--- src/rtl/lkv_pkg.sv ---
// Shared types and constants for the LRU key-value cache.
// Used by lkv_tags and lru_key_value_cache; has no dependencies.
package lkv_pkg;

    localparam int DATA_W = 32;
    localparam int CAP_W  = 5;

    typedef enum logic
    {
        FUNC_GET = 1'b0,
        FUNC_SET = 1'b1
    } func_t;

    localparam logic [DATA_W-1:0] MISS_VALUE = '1;

endpackage

--- src/rtl/lkv_ram.sv ---
// Generic single-port-write, single-port-read RAM with registered read data.
// No dependencies.
module lkv_ram #(
    parameter int WIDTH = 32,
    parameter int DEPTH = 16
) (
    input  logic                                  clk,
    input  logic                                  we,
    input  logic [(DEPTH > 1 ? $clog2(DEPTH) : 1)-1:0] waddr,
    input  logic [WIDTH-1:0]                      wdata,
    input  logic                                  re,
    input  logic [(DEPTH > 1 ? $clog2(DEPTH) : 1)-1:0] raddr,
    output logic [WIDTH-1:0]                      rdata
);

    logic [WIDTH-1:0] mem [DEPTH];

    always_ff @(posedge clk)
    begin
        if (we)
        begin
            mem[waddr] <= wdata;
        end
        if (re)
        begin
            rdata <= mem[raddr];
        end
    end

endmodule

--- src/rtl/lkv_tags.sv ---
// Key registers, valid bits and recency ranks with the parallel key match.
// Depends on lkv_pkg for the data and capacity widths.
module lkv_tags #(
    parameter int MAX_ENTRIES = 16
) (
    input  logic                          clk,
    input  logic                          rst_n,
    input  logic [lkv_pkg::DATA_W-1:0]    key,
    input  logic [lkv_pkg::CAP_W-1:0]     capacity,
    input  logic                          commit,
    input  logic                          is_set,
    output logic                          hit,
    output logic [(MAX_ENTRIES > 1 ? $clog2(MAX_ENTRIES) : 1)-1:0] hit_idx,
    output logic [(MAX_ENTRIES > 1 ? $clog2(MAX_ENTRIES) : 1)-1:0] wr_idx
);

    localparam int IW = (MAX_ENTRIES > 1) ? $clog2(MAX_ENTRIES) : 1;
    localparam int CW = $clog2(MAX_ENTRIES + 1);

    logic [lkv_pkg::DATA_W-1:0] key_reg [MAX_ENTRIES];
    logic [MAX_ENTRIES-1:0]     valid_reg, valid_next;
    logic [IW-1:0]              rank_reg [MAX_ENTRIES];
    logic [IW-1:0]              rank_next [MAX_ENTRIES];
    logic [CW-1:0]              count_reg, count_next;

    logic [MAX_ENTRIES-1:0] match;
    logic [MAX_ENTRIES-1:0] evict;
    logic [MAX_ENTRIES-1:0] valid_kept;
    logic [CW-1:0]          eff_cap;
    logic                   need_evict;
    logic [IW-1:0]          slot_idx;
    logic [IW-1:0]          hit_rank;
    logic [IW-1:0]          oldest_rank;

    always_comb
    begin
        if (capacity == '0)
        begin
            eff_cap = CW'(1);
        end
        else if (int'(capacity) > MAX_ENTRIES)
        begin
            eff_cap = CW'(MAX_ENTRIES);
        end
        else
        begin
            eff_cap = CW'(capacity);
        end
    end

    assign need_evict  = (count_reg >= eff_cap);
    assign oldest_rank = IW'(count_reg - CW'(1));

    always_comb
    begin
        hit     = 1'b0;
        hit_idx = '0;
        for (int i = MAX_ENTRIES - 1; i >= 0; i--)
        begin
            match[i] = valid_reg[i] && (key_reg[i] == key);
            evict[i] = need_evict && valid_reg[i] && (rank_reg[i] == oldest_rank);
            if (match[i])
            begin
                hit     = 1'b1;
                hit_idx = IW'(i);
            end
        end
        valid_kept = valid_reg & ~evict;
        slot_idx   = '0;
        for (int i = MAX_ENTRIES - 1; i >= 0; i--)
        begin
            if (!valid_kept[i])
            begin
                slot_idx = IW'(i);
            end
        end
        wr_idx   = hit ? hit_idx : slot_idx;
        hit_rank = rank_reg[hit_idx];
    end

    // A hit ages only the entries more recent than it; an insertion ages all survivors.
    always_comb
    begin
        valid_next = valid_reg;
        count_next = count_reg;
        for (int i = 0; i < MAX_ENTRIES; i++)
        begin
            rank_next[i] = rank_reg[i];
        end
        if (hit)
        begin
            for (int i = 0; i < MAX_ENTRIES; i++)
            begin
                if (valid_reg[i] && rank_reg[i] < hit_rank)
                begin
                    rank_next[i] = rank_reg[i] + IW'(1);
                end
            end
            rank_next[hit_idx] = '0;
        end
        else if (is_set)
        begin
            for (int i = 0; i < MAX_ENTRIES; i++)
            begin
                if (evict[i])
                begin
                    rank_next[i] = '0;
                end
                else if (valid_reg[i])
                begin
                    rank_next[i] = rank_reg[i] + IW'(1);
                end
            end
            valid_next           = valid_kept;
            valid_next[slot_idx] = 1'b1;
            rank_next[slot_idx]  = '0;
            count_next = count_reg + CW'(1) - (need_evict ? CW'(1) : CW'(0));
        end
    end

    always_ff @(posedge clk or negedge rst_n)
    begin
        if (!rst_n)
        begin
            valid_reg <= '0;
            count_reg <= '0;
            for (int i = 0; i < MAX_ENTRIES; i++)
            begin
                rank_reg[i] <= '0;
            end
        end
        else if (commit)
        begin
            valid_reg <= valid_next;
            count_reg <= count_next;
            for (int i = 0; i < MAX_ENTRIES; i++)
            begin
                rank_reg[i] <= rank_next[i];
            end
        end
    end

    always_ff @(posedge clk)
    begin
        if (commit && !hit && is_set)
        begin
            key_reg[slot_idx] <= key;
        end
    end

    a_count_matches_valid: assert property (@(posedge clk) disable iff (!rst_n)
        int'(count_reg) == $countones(valid_reg))
        else $error("entry count differs from the number of valid entries");

    a_single_match: assert property (@(posedge clk) disable iff (!rst_n)
        $onehot0(match))
        else $error("key present in more than one entry");

    a_insert_free_slot: assert property (@(posedge clk) disable iff (!rst_n)
        (commit && !hit && is_set) |-> !valid_kept[slot_idx])
        else $error("insertion found no free entry");

endmodule

--- src/rtl/lru_key_value_cache.sv ---
// LRU key-value cache top level. An accepted request is registered, its key matched in
// lkv_tags in S_LOOK, and for a get hit the value memory read in S_READ; the result then
// is loaded into the output register once it is free; only then is a new request taken.
// A finished result waits in an output register while the next request is taken.
// Reset clears all valid bits, ranks and the count at once and sets capacity to 16.
// Depends on lkv_pkg, lkv_tags and lkv_ram.
module lru_key_value_cache #(
    parameter int MAX_ENTRIES = 16
) (
    input  logic                          clk,
    input  logic                          rst_n,
    input  logic                          cfg_valid,
    output logic                          cfg_ready,
    input  logic [lkv_pkg::CAP_W-1:0]     cfg_data,
    input  logic                          in_valid,
    output logic                          in_ready,
    input  logic                          func,
    input  logic signed [lkv_pkg::DATA_W-1:0] lookup_key,
    input  logic signed [lkv_pkg::DATA_W-1:0] write_value,
    output logic                          out_valid,
    input  logic                          out_ready,
    output logic                          found,
    output logic signed [lkv_pkg::DATA_W-1:0] read_value
);

    localparam int IW = (MAX_ENTRIES > 1) ? $clog2(MAX_ENTRIES) : 1;

    typedef enum logic [1:0]
    {
        S_IDLE,
        S_LOOK,
        S_READ
    } state_t;

    state_t                        state_reg;
    logic [lkv_pkg::CAP_W-1:0]     capacity_reg;
    lkv_pkg::func_t                func_reg;
    logic [lkv_pkg::DATA_W-1:0]    key_reg;
    logic [lkv_pkg::DATA_W-1:0]    value_reg;
    logic                          out_valid_reg;
    logic                          found_reg;
    logic [lkv_pkg::DATA_W-1:0]    read_value_reg;

    logic                          hit;
    logic [IW-1:0]                 hit_idx;
    logic [IW-1:0]                 wr_idx;
    logic                          out_free;
    logic                          commit;
    logic                          is_set;
    logic                          ram_we;
    logic                          ram_re;
    logic                          result_load;
    logic [lkv_pkg::DATA_W-1:0]    ram_rdata;

    assign cfg_ready  = 1'b1;
    assign in_ready   = (state_reg == S_IDLE);
    assign out_valid  = out_valid_reg;
    assign found      = found_reg;
    assign read_value = read_value_reg;

    assign out_free = !out_valid_reg || out_ready;
    assign is_set   = (func_reg == lkv_pkg::FUNC_SET);
    // A get hit commits and starts the value read at once; others wait for a free output slot.
    assign ram_re   = (state_reg == S_LOOK) && hit && !is_set;
    assign commit   = ram_re || ((state_reg == S_LOOK) && out_free);
    assign ram_we   = (state_reg == S_LOOK) && out_free && is_set;
    assign result_load = ((state_reg == S_LOOK) && !ram_re && out_free)
                      || ((state_reg == S_READ) && out_free);

    lkv_tags #(
        .MAX_ENTRIES(MAX_ENTRIES)
    ) u_tags (
        .clk      (clk),
        .rst_n    (rst_n),
        .key      (key_reg),
        .capacity (capacity_reg),
        .commit   (commit),
        .is_set   (is_set),
        .hit      (hit),
        .hit_idx  (hit_idx),
        .wr_idx   (wr_idx)
    );

    lkv_ram #(
        .WIDTH(lkv_pkg::DATA_W),
        .DEPTH(MAX_ENTRIES)
    ) u_values (
        .clk   (clk),
        .we    (ram_we),
        .waddr (wr_idx),
        .wdata (value_reg),
        .re    (ram_re),
        .raddr (hit_idx),
        .rdata (ram_rdata)
    );

    always_ff @(posedge clk or negedge rst_n)
    begin
        if (!rst_n)
        begin
            state_reg      <= S_IDLE;
            capacity_reg   <= lkv_pkg::CAP_W'(16);
            out_valid_reg  <= 1'b0;
            found_reg      <= 1'b0;
            read_value_reg <= '0;
        end
        else
        begin
            if (cfg_valid && cfg_ready)
            begin
                capacity_reg <= cfg_data;
            end
            if (result_load)
            begin
                out_valid_reg <= 1'b1;
            end
            else if (out_ready)
            begin
                out_valid_reg <= 1'b0;
            end
            case (state_reg)
                S_IDLE:
                begin
                    if (in_valid)
                    begin
                        state_reg <= S_LOOK;
                    end
                end
                S_LOOK:
                begin
                    if (ram_re)
                    begin
                        state_reg <= S_READ;
                    end
                    else if (out_free)
                    begin
                        found_reg      <= hit;
                        read_value_reg <= is_set ? value_reg : lkv_pkg::MISS_VALUE;
                        state_reg      <= S_IDLE;
                    end
                end
                S_READ:
                begin
                    if (out_free)
                    begin
                        found_reg      <= 1'b1;
                        read_value_reg <= ram_rdata;
                        state_reg      <= S_IDLE;
                    end
                end
                default:
                begin
                    state_reg <= S_IDLE;
                end
            endcase
        end
    end

    always_ff @(posedge clk)
    begin
        if (in_valid && in_ready)
        begin
            func_reg  <= lkv_pkg::func_t'(func);
            key_reg   <= lookup_key;
            value_reg <= write_value;
        end
    end

    a_read_follows_hit: assert property (@(posedge clk) disable iff (!rst_n)
        (state_reg == S_READ && !$past(state_reg == S_READ)) |-> $past(ram_re))
        else $error("value read state entered without a get hit");

    a_no_result_overwrite: assert property (@(posedge clk) disable iff (!rst_n)
        (out_valid_reg && !out_ready) |=> $stable(read_value_reg))
        else $error("pending result overwritten");

    a_commit_once: assert property (@(posedge clk) disable iff (!rst_n)
        commit |=> (state_reg != S_LOOK))
        else $error("request committed while lookup state persists");

endmodule
--- config.mk ---
export PLATFORM = sky130hd
export DESIGN_NAME = lru_key_value_cache
export DESIGN_NICKNAME = d
export VERILOG_FILES = /design/src/rtl/lkv_pkg.sv /design/src/rtl/lkv_ram.sv /design/src/rtl/lkv_tags.sv /design/src/rtl/lru_key_value_cache.sv
export SDC_FILE = /design/constraint.sdc
export NUM_CORES = 2
export LEC_CHECK = 0
export ABC_AREA = 1
export ABC_CLOCK_PERIOD_IN_PS = 6650
export BUFFER_PORTS_ARGS = -buffer_cell sky130_fd_sc_hd__buf_2
export CORE_MARGIN = 2
export CORE_UTILIZATION = 50
export DETAILED_ROUTE_END_ITERATION = 7
export MAX_ROUTING_LAYER = met4
export PLACE_DENSITY = 0.75
export SYNTH_ARGS = -nofsm -noshare
export SYNTH_HDL_FRONTEND = slang
export SYNTH_SLANG_ARGS = --single-unit
--- constraint.sdc ---
create_clock -name clk -period 6.65 [get_ports clk]
set_clock_uncertainty 0.2 [all_clocks]
set_input_delay 0.665 -clock clk [delete_from_list [all_inputs] [get_ports clk]]
set_output_delay 0.665 -clock clk [all_outputs]
set_load 0.02 [all_outputs]
==> out/results.ini <==
[yosys]
ys_ff_latch=1247
synth_ff_type=edfxtp_1
yosysTopAreaCell=edfxtp_1
yosysWarnings=0
synth_nets=6115
yosysMostFrequentCell=nand2_1
yosysUniqueCellTypes=67
synth_top_cells_by_area=edfxtp_1 55%, nand2_1 7.5%, dfrtp_1 5.1%, nand4_1 3.6%, inv_1 3.5%
synth_top_area_share_pct=55.1
synth-async-reset-ratio_pct=10.1
synth_area_um2=61000
syn_inst=5964
synth-edff-count=1121
yosysSeqAreaShare_pct=60.3
avgSynthCellArea_um2=10.2
ys_top_cells_by_count=1222 x nand2_1, 1121 x edfxtp_1, 572 x inv_1, 398 x nor2_1, 385 x nand3_1

[finish]
layout-drive-gt1-share_pct=12.0
stdcell_count=7937
area_growth_pct=14.0
fin_area_um2=69600
fillCellCount=10100
final_nets=6348

[timing]
slew_violations=0
setup_viol=0
timing.setup.tns_ns=0
grt_setup_unrepaired=true
holdWs_ns=0.0567
min_period_ns=6.37
report.final.hold_viol_count=0
maxSlewHeadroom_pct=20.4
finalCritPeriodShare_pct=95.8
max_freq_mhz=157
worst_pin_slew_ns=1.19

[routing]
wl_met2_um=90700
vias=50000
wl_met1_um=78900
dr.pass1.iters=6
ant_nets=0
dr.max_layer_used=met4
vias_per_cell=6.29
first_iter_violations=7794
routed_wirelength_um=207000
wl_met3_um=27700
drc_errors=0
wl_per_cell_um=26.1

[die]
rows=128
ios=111
floorplan.die_area_um2=125000
die_y_um=353
fp.coreArea_um2=121000
die_x_um=353
initial_core_util_pct=50.3

[global_route]
grt_pass1_wl_um=304000
grtUsageTotal_pct=33.5
grt_start_max_net_pins=130
antenna_found_initial=12
first_global_vias=47800
grt.overflow.total=0

[power_and_ir_drop]
switching_share_pct=35.4
p_int_mw=15.7
p_seq_share_pct=41.8
switchingPower_mw=8.57
p_leak_nw=26.5
peakVddDrop_uv=281
p_comb_share_pct=26.8
powerDensity_nw_per_um2=348
clkPwrFrac_pct=31.4
total_power_mw=24.2

[outcome]
outcome=completed

[place]
dp_cells=7604
gp_congestion=1.02
port_buffers=109
place_area_um2=64200
hpwl_um=130000

[critical_path]
crit_path_max_fanout=35
critPathLaunchType=flip-flop
worstPathArrival_ns=6.88
worst_path_most_repeated_cell=nand2_1
max_stage_delay_ns=0.60
cp_cell_sequence=buf_4 -> inv_1 -> or2_2 -> nand3_1 -> nor4_1 -> nand4_1 -> nand2_1 -> nand2_1 -> nand2_1 -> nand2_1 -> nand2_2 -> nand2_4 -> buf_4 -> nand2_1 -> o22ai_1 -> o31ai_1 -> o2111ai_2 -> buf_4 -> ha_1 -> a211oi_1 -> nand2_2 -> nand2_1 -> nand3_1 -> a21oi_1
critical_path_required_ns=7.16
critPathKind=flip-flop to flip-flop
r2r_slack_ns=0.28
end_kind=flip-flop
critical_path.top_delay_family=simple AND/OR/NAND/NOR gates
crit_buf_inv=4
slowest_stage=a211oi_1

[clock_network]
clkSinkCount=1247
cts_max_level=4
cts_root_buf=clkbuf_16
worstSkewPairLatency_ns=0.80
numCtsBuffers=132
cts.clk_slew.worst_paths_ns=0.06
clockBufferDepth=3
cts_tree=built

[flow_run]
drv_cap=0

[hold_path]
hold_class=input pin to flip-flop

[stage by stage]
step / worst slack, ns / util, %
after global placement: 0.717 / 52.9
after floorplan: 0.463 / -
after CTS: 0.512 / 57.2
after detailed placement: 0.539 / 52.9
after global routing: -0.0228 / 57.3
final: 0.281 / 57.3
[worst register-to-register path: stages, from the launching register on]
cell and delay, ns:
edfxtp_1 0.40, buf_4 0.26, inv_1 0.42, or2_2 0.21
nand3_1 0.06, nor4_1 0.40, nand4_1 0.50, nand2_1 0.23
nand2_1 0.08, nand2_1 0.09, nand2_1 0.06, nand2_2 0.18
nand2_4 0.08, buf_4 0.28, nand2_1 0.44, o22ai_1 0.17
o31ai_1 0.33, o2111ai_2 0.34, buf_4 0.30, ha_1 0.20
a211oi_1 0.60, nand2_2 0.16, nand2_1 0.09, nand3_1 0.07
a21oi_1 0.15
[cells in the final DEF (no fill, tap or decap), types with 25 or more instances in the layout]
master	n
a21oi_1	110
a31oi_1	41
buf_12	27
buf_2	108
buf_4	163
clkbuf_1	36
clkbuf_16	133
dfrtp_1	125
dlygate4sd3_1	79
edfxtp_1	1121
ha_1	76
inv_1	569
inv_2	32
nand2_1	1222
nand2_2	25
nand3_1	384
nand4_1	355
nor2_1	364
nor3_1	64
nor4_1	81
o2111ai_1	124
o21ai_0	315
o22ai_1	94
or2_2	124
xnor2_1	123
xor2_1	93
[layout make-up]
cell class | instances | area (µm²) | share of cell area [%]
flip-flops and latches | 1247 | 36800 | 52.9
multi-input cells | 3831 | 20800 | 29.9
clock buffers | 181 | 3630 | 5.22
repair buffers | 378 | 3110 | 4.47
inverters | 607 | 2290 | 3.29
well taps | 1625 | 2030 | 2.92
clock inverters | 60 | 856 | 1.23
diodes | 8 | 20.0 | 0.0288
[kinds of logic after synthesis]
family / synth area share [%]
DFF: 60.3
buffers and inverters: 6.02
muxes: 0.0184
adders and majority gates: 1.56
and+or+nand+nor: 21.0
xor gates and xnor gates: 3.11
AOI/OAI and AO/OA: 7.93
other: 0.00614
[layer usage]
layer / vias up / track usage [%]
met5: - / -
met2: 3623 / 48.8
li1: 21600 / -
met1: 24000 / 44.9
met4: 0 / 14.7
met3: 665 / 8.04
[final timing paths]
kind	from	to	depth (start not counted)
worst max-delay path	key_reg[24]$_DFFE_PP_	u_tags.rank_reg[37]$_DFFE_PN0P_	24
worst min-delay path	cfg_valid	capacity_reg[1]$_DFFE_PN0P_	2
worst max register to register	key_reg[24]$_DFFE_PP_	u_tags.rank_reg[37]$_DFFE_PN0P_	24
worst min register to register	u_tags.count_reg[4]$_DFFE_PN0P_	u_tags.count_reg[4]$_DFFE_PN0P_	1
max in group asynchronous	rst_n	read_value[12]$_DFFE_PN0P_	3
min in group asynchronous	rst_n	u_tags.rank_reg[51]$_DFFE_PN0P_	2
[power by group through the flow]
stage / logic, mW / clock network (mW) / registers [mW]
6_report: 6.50 / 7.61 / 10.1
2_1_floorplan: 4.10 / 0 / 9.99
4_1_cts: 6.30 / 7.64 / 10.1
5_1_grt: 7.09 / 7.94 / 10.2
3_3_place_gp: 6.12 / 0 / 10.2
3_5_place_dp: 6.23 / 0 / 10.2
[repair_timing]
item,in CTS,in global routing
buffers inserted,0,5
gates resized for setup,0,4
endpoints found under the hold margin,155,0
setup endpoints to repair,0,24
hold buffers,79,0
(Power assumes the default switching activity.)
